--- config.mk ---
export PLATFORM = sky130hd
export DESIGN_NAME = mpeg_audio_header_parser
export DESIGN_NICKNAME = d
export VERILOG_FILES = /design/src/rtl/mahp_pkg.sv /design/src/rtl/mahp_decode.sv /design/src/rtl/mpeg_audio_header_parser.sv
export SDC_FILE = /design/constraint.sdc
export NUM_CORES = 1
export LEC_CHECK = 0
export BUFFER_PORTS_ARGS = -buffer_cell sky130_fd_sc_hd__buf_4
export CORE_MARGIN = 4
export CORE_UTILIZATION = 25
export DETAILED_ROUTE_END_ITERATION = 12
export GPL_ROUTABILITY_DRIVEN = 0
export PLACE_DENSITY = 0.52
export SLEW_MARGIN = 20
export SYNTH_ARGS = -nofsm -noshare
export SYNTH_HDL_FRONTEND = slang
export SYNTH_HIERARCHICAL = 1
export SYNTH_SLANG_ARGS = --single-unit
--- constraint.sdc ---
create_clock -name clk -period 3.6 [get_ports clk]
set_clock_uncertainty 0.15 [all_clocks]
set_input_delay 0.36 -clock clk [delete_from_list [all_inputs] [get_ports clk]]
set_output_delay 0.36 -clock clk [all_outputs]
set_load 0.005 [all_outputs]
--- src/rtl/mahp_pkg.sv ---
// Package for the MPEG audio frame header parser.
// Holds the status codes, the header field struct and the bitrate / sample rate tables.
// No dependencies.
`timescale 1ns / 1ps
`default_nettype none

package mahp_pkg;

    localparam int DATA_W   = 8;
    localparam int STATUS_W = 2;
    localparam int OUT_W    = 40;

    localparam logic [1:0] ST_OK        = 2'd0;
    localparam logic [1:0] ST_BAD_VER   = 2'd1;
    localparam logic [1:0] ST_BAD_LAYER = 2'd2;
    localparam logic [1:0] ST_NO_SYNC   = 2'd3;

    localparam logic [1:0] VER_MPEG25    = 2'd0;
    localparam logic [1:0] VER_RESERVED  = 2'd1;
    localparam logic [1:0] VER_MPEG2     = 2'd2;
    localparam logic [1:0] VER_MPEG1     = 2'd3;

    localparam logic [1:0] LAYER_RESERVED = 2'd0;
    localparam logic [1:0] LAYER_2        = 2'd2;
    localparam logic [1:0] LAYER_1        = 2'd3;

    localparam logic [7:0] SYNC_BYTE = 8'hFF;
    localparam logic [7:0] SYNC_MASK = 8'hE0;

    localparam logic [3:0] BIDX_FREE = 4'd0;
    localparam logic [3:0] BIDX_BAD  = 4'd15;
    localparam logic [1:0] SIDX_RSVD = 2'd3;

    // decoded header, version in the lowest bits
    typedef struct packed {
        logic [1:0]  chan_mode;
        logic        padding_flag;
        logic        sample_rate_known;
        logic [15:0] sample_rate_hz;
        logic        bitrate_known;
        logic [8:0]  bitrate_kbps;
        logic        crc_flag;
        logic [1:0]  layer_code;
        logic [1:0]  version_code;
    } hdr_fields_t;

    // rows: V1 L1, V1 L2, V1 L3, V2/2.5 L1, V2/2.5 L2/L3
    localparam logic [8:0] RATE_KBPS [0:4][0:15] = '{
        '{9'd0, 9'd32, 9'd64, 9'd96, 9'd128, 9'd160, 9'd192, 9'd224,
          9'd256, 9'd288, 9'd320, 9'd352, 9'd384, 9'd416, 9'd448, 9'd0},
        '{9'd0, 9'd32, 9'd48, 9'd56, 9'd64, 9'd80, 9'd96, 9'd112,
          9'd128, 9'd160, 9'd192, 9'd224, 9'd256, 9'd320, 9'd384, 9'd0},
        '{9'd0, 9'd32, 9'd40, 9'd48, 9'd56, 9'd64, 9'd80, 9'd96,
          9'd112, 9'd128, 9'd160, 9'd192, 9'd224, 9'd256, 9'd320, 9'd0},
        '{9'd0, 9'd32, 9'd48, 9'd56, 9'd64, 9'd80, 9'd96, 9'd112,
          9'd128, 9'd144, 9'd160, 9'd176, 9'd192, 9'd224, 9'd256, 9'd0},
        '{9'd0, 9'd8, 9'd16, 9'd24, 9'd32, 9'd40, 9'd48, 9'd56,
          9'd64, 9'd80, 9'd96, 9'd112, 9'd128, 9'd144, 9'd160, 9'd0}
    };

    // rows: MPEG-1, MPEG-2, MPEG-2.5
    localparam logic [15:0] FREQ_HZ [0:2][0:3] = '{
        '{16'd44100, 16'd48000, 16'd32000, 16'd0},
        '{16'd22050, 16'd24000, 16'd16000, 16'd0},
        '{16'd11025, 16'd12000, 16'd8000,  16'd0}
    };

endpackage

`default_nettype wire

--- src/rtl/mahp_decode.sv ---
// Combinational decode of a complete four-byte MPEG audio header.
// Depends on mahp_pkg for the field struct and the rate tables.
`timescale 1ns / 1ps
`default_nettype none

module mahp_decode (
    input  wire logic [7:0]           byte2,
    input  wire logic [7:0]           byte3,
    input  wire logic [7:0]           byte4,
    output mahp_pkg::hdr_fields_t     fields
);

    logic [1:0] ver;
    logic [1:0] lay;
    logic [3:0] bidx;
    logic [1:0] sidx;
    logic [2:0] rate_row;
    logic [1:0] freq_row;

    assign ver  = byte2[4:3];
    assign lay  = byte2[2:1];
    assign bidx = byte3[7:4];
    assign sidx = byte3[3:2];

    always_comb
    begin
        if (ver == mahp_pkg::VER_MPEG1)
        begin
            if (lay == mahp_pkg::LAYER_1)
                rate_row = 3'd0;
            else if (lay == mahp_pkg::LAYER_2)
                rate_row = 3'd1;
            else
                rate_row = 3'd2;
        end
        else
        begin
            rate_row = (lay == mahp_pkg::LAYER_1) ? 3'd3 : 3'd4;
        end

        if (ver == mahp_pkg::VER_MPEG1)
            freq_row = 2'd0;
        else if (ver == mahp_pkg::VER_MPEG2)
            freq_row = 2'd1;
        else
            freq_row = 2'd2;
    end

    always_comb
    begin
        fields                   = '0;
        fields.version_code      = ver;
        fields.layer_code        = lay;
        fields.crc_flag          = byte2[0];
        fields.bitrate_kbps      = mahp_pkg::RATE_KBPS[rate_row][bidx];
        fields.bitrate_known     = (bidx != mahp_pkg::BIDX_FREE) && (bidx != mahp_pkg::BIDX_BAD);
        fields.sample_rate_hz    = mahp_pkg::FREQ_HZ[freq_row][sidx];
        fields.sample_rate_known = (sidx != mahp_pkg::SIDX_RSVD);
        fields.padding_flag      = byte3[1];
        fields.chan_mode         = byte4[7:6];
    end

endmodule

`default_nettype wire

--- src/rtl/mpeg_audio_header_parser.sv ---
// Top level of the MPEG audio frame header parser: input register, sync hunt, result register.
// Depends on mahp_pkg and mahp_decode.
`timescale 1ns / 1ps
`default_nettype none

// Takes one stream byte per cycle (s_tlast marks the last byte of a buffer) and hunts for
// the frame sync 0xFF followed by a byte with its top three bits set. A reserved version or
// layer in the second byte yields an error result on that byte; a completed fourth byte
// yields the decoded header; a buffer end on a byte that gives no other result yields "no sync".
// Sustained rate is one byte per cycle while m_tready stays high; a result held by a low
// m_tready stalls the input. A result shows on m_tvalid after its byte is taken into the input
// register: the input register feeds the sync state machine and table lookup, which load
// the result register.
module mpeg_audio_header_parser (
    input  wire logic        clk,
    input  wire logic        rst_n,
    input  wire logic        s_tvalid,
    output logic             s_tready,
    input  wire logic [7:0]  s_tdata,   // [7:0] data_byte
    input  wire logic        s_tlast,   // end_of_buffer
    output logic             m_tvalid,
    input  wire logic        m_tready,
    // [1:0] version_code, [3:2] layer_code, [4] crc_flag, [13:5] bitrate_kbps,
    // [14] bitrate_known, [30:15] sample_rate_hz, [31] sample_rate_known,
    // [32] padding_flag, [34:33] chan_mode, [39:35] zero
    output logic [39:0]      m_tdata,
    output logic [1:0]       m_tuser    // [1:0] status
);

    typedef enum logic [3:0] {
        PH_HUNT  = 4'b0001,
        PH_SYNC  = 4'b0010,
        PH_BYTE3 = 4'b0100,
        PH_BYTE4 = 4'b1000
    } phase_t;

    phase_t                 phase_reg, phase_next;
    logic                   in_valid_reg;
    logic [7:0]             in_byte_reg;
    logic                   in_last_reg;
    logic [7:0]             held2_reg, held3_reg;
    logic                   held2_we, held3_we;
    logic                   out_valid_reg, out_valid_next;
    logic [1:0]             out_status_reg;
    mahp_pkg::hdr_fields_t  out_fields_reg;

    logic                   advance;
    logic                   emit;
    logic                   done;
    logic [1:0]             res_status;
    mahp_pkg::hdr_fields_t  res_fields;
    mahp_pkg::hdr_fields_t  dec_fields;

    assign advance  = in_valid_reg && (!out_valid_reg || m_tready);
    assign s_tready = !in_valid_reg || advance;

    mahp_decode u_decode (
        .byte2  (held2_reg),
        .byte3  (held3_reg),
        .byte4  (in_byte_reg),
        .fields (dec_fields)
    );

    always_comb
    begin
        phase_next = phase_reg;
        emit       = 1'b0;
        done       = 1'b0;
        held2_we   = 1'b0;
        held3_we   = 1'b0;
        res_status = mahp_pkg::ST_OK;
        res_fields = '0;

        case (phase_reg)
            PH_HUNT:
            begin
                if (in_byte_reg == mahp_pkg::SYNC_BYTE)
                    phase_next = PH_SYNC;
            end
            PH_SYNC:
            begin
                if ((in_byte_reg & mahp_pkg::SYNC_MASK) == mahp_pkg::SYNC_MASK)
                begin
                    if (in_byte_reg[4:3] == mahp_pkg::VER_RESERVED ||
                        in_byte_reg[2:1] == mahp_pkg::LAYER_RESERVED)
                    begin
                        // error goes out on this byte; version wins over layer
                        emit       = 1'b1;
                        done       = 1'b1;
                        res_status = (in_byte_reg[4:3] == mahp_pkg::VER_RESERVED)
                                     ? mahp_pkg::ST_BAD_VER : mahp_pkg::ST_BAD_LAYER;
                        res_fields.version_code = in_byte_reg[4:3];
                        res_fields.layer_code   = in_byte_reg[2:1];
                        res_fields.crc_flag     = in_byte_reg[0];
                        phase_next = PH_HUNT;
                    end
                    else
                    begin
                        held2_we   = 1'b1;
                        phase_next = PH_BYTE3;
                    end
                end
                else
                begin
                    phase_next = PH_HUNT;
                end
            end
            PH_BYTE3:
            begin
                held3_we   = 1'b1;
                phase_next = PH_BYTE4;
            end
            PH_BYTE4:
            begin
                emit       = 1'b1;
                done       = 1'b1;
                res_fields = dec_fields;
                phase_next = PH_HUNT;
            end
            default:
            begin
                phase_next = PH_HUNT;
            end
        endcase

        if (!done && in_last_reg)
        begin
            emit       = 1'b1;
            res_status = mahp_pkg::ST_NO_SYNC;
            res_fields = '0;
            phase_next = PH_HUNT;
        end
    end

    always_comb
    begin
        if (advance)
            out_valid_next = emit;
        else if (m_tready)
            out_valid_next = 1'b0;
        else
            out_valid_next = out_valid_reg;
    end

    always_ff @(posedge clk or negedge rst_n)
    begin
        if (!rst_n)
        begin
            in_valid_reg  <= 1'b0;
            out_valid_reg <= 1'b0;
            phase_reg     <= PH_HUNT;
        end
        else
        begin
            if (s_tready)
                in_valid_reg <= s_tvalid;
            out_valid_reg <= out_valid_next;
            if (advance)
                phase_reg <= phase_next;
        end
    end

    always_ff @(posedge clk)
    begin
        if (s_tvalid && s_tready)
        begin
            in_byte_reg <= s_tdata;
            in_last_reg <= s_tlast;
        end
        if (advance && held2_we)
            held2_reg <= in_byte_reg;
        if (advance && held3_we)
            held3_reg <= in_byte_reg;
        if (advance && emit)
        begin
            out_status_reg <= res_status;
            out_fields_reg <= res_fields;
        end
    end

    assign m_tvalid = out_valid_reg;
    assign m_tuser  = out_status_reg;
    assign m_tdata  = {{(mahp_pkg::OUT_W - $bits(mahp_pkg::hdr_fields_t)){1'b0}}, out_fields_reg};

    // every emitted result sends the hunt back to the start
    a_emit_rehunt: assert property (@(posedge clk) disable iff (!rst_n)
        advance && emit |=> phase_reg == PH_HUNT)
        else $error("phase not back to hunt after a result");

    // an error result never carries rate information
    a_err_no_rates: assert property (@(posedge clk) disable iff (!rst_n)
        m_tvalid && m_tuser != mahp_pkg::ST_OK |->
            m_tdata[14:5] == 10'd0 && m_tdata[31:15] == 17'd0)
        else $error("error result carries rate fields");

    // a good header never has a reserved version or layer
    a_ok_valid_codes: assert property (@(posedge clk) disable iff (!rst_n)
        m_tvalid && m_tuser == mahp_pkg::ST_OK |->
            m_tdata[1:0] != mahp_pkg::VER_RESERVED && m_tdata[3:2] != mahp_pkg::LAYER_RESERVED)
        else $error("ok result with reserved version or layer");

endmodule

`default_nettype wire
==> impl_results.rst <==
.. list-table::
   :header-rows: 1

   * - Metric
     - Value
   * - Outcome
     - completed
   * - Signed area change from the synthesized netlist to the final layout
     - 21.9%
   * - Initial antenna violation count
     - 0
   * - Final core area utilization
     - 31.3%
   * - Maximum buffer depth of the clock tree
     - 2
   * - Initial standard-cell utilization of the core
     - 25.7%
   * - Layout Nets
     - 344
   * - Critical path required time
     - 3.41 ns
   * - R2R setup slack
     - 0.94 ns
   * - Critical setup path kind
     - register to register
   * - Average wire per cell in the routed design
     - 14.2 um
   * - RSZ-0062 raised after global routing
     - false
   * - CTS HTree Levels
     - 3
   * - Number of setup buffers added after CTS
     - 0
   * - Count of buffers from port buffering
     - 51
   * - Worst Hold Path EP
     - in_byte_reg[0]
   * - Worst path arrival time
     - 2.47 ns
   * - Starting DRT DRC Count
     - 163
   * - Sum of overflow across all layers after global routing
     - 0
   * - Placement-stage cell area
     - 0.00383 mm^2
   * - Number of routed nets with antenna violations
     - 0
   * - Crit Path Max Fanout
     - 37
   * - Worst slack at placement
     - 0.952 ns
   * - Cell-internal power
     - 1510 uW
   * - R2r worst-path depth
     - 5
   * - Critical Path Max Stage Delay
     - 0.54 ns
   * - Worst slew margin relative to its limit
     - 57.0%
   * - Static Leakage
     - 0.00154 uW
   * - Count of endpoints failing setup in the final report
     - 0
   * - Net load switching power
     - 383 uW
   * - Worst-margin pin slew
     - 0.645 ns
   * - Max FFs per register
     - 35
   * - Worst setup EP type
     - register
   * - Capture instance of the worst register-to-register path
     - m_tdata[31]
   * - Final setup margin
     - 0.941 ns
   * - Drt drc
     - 0
   * - Hold WC Path Type
     - primary input to register
   * - Clock sinks
     - 64
   * - Detailed placer's ending HPWL
     - 4940 um
   * - Sequential fraction of design power
     - 45.3%
   * - Clk pwr share
     - 50.1%
   * - Peak clock frequency supported by timing
     - 0.376 GHz
   * - Final Routed Wirelength
     - 7270 um
   * - Vias in the first global route
     - 2251
   * - Wire length of the first global-routing pass
     - 12000 um
   * - Total Neg Setup Slack
     - 0 ns
   * - Buf+Inv Stages, Crit Path
     - 1
   * - Routed via count divided by cell count
     - 4.48
   * - Power per cell area
     - 454 mW/mm^2
   * - Most frequent standard cell in the layout excluding fill and tap cells
     - sky130_fd_sc_hd__edfxtp_1
   * - Detailed-router iteration count before antenna repair
     - 5
   * - Global routing usage summed across all routing layers
     - 9.39%
   * - Post-layout min period
     - 2.66 ns
   * - Clock latency on the worst-skew pair
     - 0.32 ns
   * - Mean cell area of the mapped netlist
     - 11.6 um^2
   * - Crit share post-route
     - 73.9%
   * - TritonCTS clock tree
     - yes
   * - Maximum number of pins on one net before global-route repair
     - 38
   * - Number of rows in the core area
     - 42
   * - Max capacitance violation total
     - 0
   * - Total vias in the final route
     - 2293
   * - Count of antenna diodes in the layout
     - 0
   * - Post-cts sizing count
     - 0
   * - HP Start
     - s_tdata[0]
   * - Clock-pin slew of the registers on the worst-case setup and hold paths
     - 0.06 ns
   * - Switching share of power
     - 20.2%
   * - Cells after Synth
     - 296
   * - Number of CTS-inserted buffers
     - 9
   * - Combined area of all synthesized cells
     - 0.00343 mm^2
   * - Pins Over Slew Limit
     - 0
   * - Root buffer cell
     - sky130_fd_sc_hd__clkbuf_16
   * - Cell chain of the critical path
     - or2b_2, a211oi_1, nor3_1, nor2_4, buf_4
   * - Most frequent cells in the layout
     - sky130_fd_sc_hd__edfxtp_1, sky130_fd_sc_hd__buf_4, sky130_fd_sc_hd__and2_1
   * - Core ar.
     - 0.0133 mm^2
   * - Die outline area
     - 0.0156 mm^2
   * - Top-level port count
     - 57
   * - Cts hold-fix bufs
     - 1
   * - Design area
     - 0.00418 mm^2
   * - Die H
     - 125 um
   * - Worst r2r src
     - in_byte_reg[4]
   * - Cell family contributing the most delay on the critical path
     - simple AND/OR/NAND/NOR gates
   * - Final Hold Violating Endpoints
     - 0
   * - Horizontal die dimension
     - 125 um
   * - Max IR drop VDD
     - 0.197 mV
   * - Slowest CP cell
     - sky130_fd_sc_hd__a211oi_1
   * - Number of warnings issued by yosys
     - 6
   * - Combinational Power Share
     - 4.5%
   * - Fraction of layout instances using a drive strength above 1
     - 25.3%
   * - Worst hold stages
     - 1
   * - Type of origin of the critical path
     - register
   * - Worst setup path startpoint
     - in_byte_reg[4]
-- worst register-to-register path, cell delays in order, from the launching register on --
cell and delay, ns:
sky130_fd_sc_hd__edfxtp_1 0.47, sky130_fd_sc_hd__or2b_2 0.39, sky130_fd_sc_hd__a211oi_1 0.54, sky130_fd_sc_hd__nor3_1 0.20, sky130_fd_sc_hd__nor2_4 0.11, sky130_fd_sc_hd__buf_4 0.44
-- worst max path at each step --
stage	end	slack, ns	depth (start not counted)
after CTS	m_tdata[13]	0.94	5
after global routing	m_tdata[15]	0.81	5
final	m_tdata[31]	0.94	5
after floorplan	m_tdata[0]	0.14	4
after detailed placement	m_tdata[12]	0.95	5
after global placement	m_tdata[13]	1.10	5
-- layer usage --
| metal | wire (um) | vias to the layer above | global-route usage (%) |
|---|---|---|---|
| met3 | 439 | 4 | 3.07 |
| li1 | - | 1145 | - |
| met5 | 0 | - | 0 |
| met2 | 3330 | 69 | 14.1 |
| met4 | 46 | 0 | 2.87 |
| met1 | 3460 | 1075 | 12.9 |
-- metrics by stage --
stage,hold WS [ns],cells,power [uW]
3_3_place_gp,0.0232,495,961
2_1_floorplan,-0.0856,303,910
4_1_cts,0.0500,512,1930
5_1_grt,0.0482,512,1980
6_report,0.0624,512,1890
3_5_place_dp,0.0214,495,961
-- power groups by stage --
stage                     clock (uW)  sequential (uW)  combinational (uW)
after global routing            1020              862                95.1
after detailed placement           0              875                86.8
after floorplan                    0              872                38.2
after global placement             0              874                87.0
final                            950              859                86.1
after CTS                        980              859                87.8
-- area by class of cell --
type | count | area, um^2
repair buffers | 55 | 415
multi-input cells | 196 | 1300
clock buffers | 10 | 239
fillers | 1368 | 9170
well taps | 176 | 220
clock inverters | 6 | 92.6
flip-flops and latches | 64 | 1890
inverters | 5 | 18.8
Note: power is estimated with default switching activity, not from simulation.
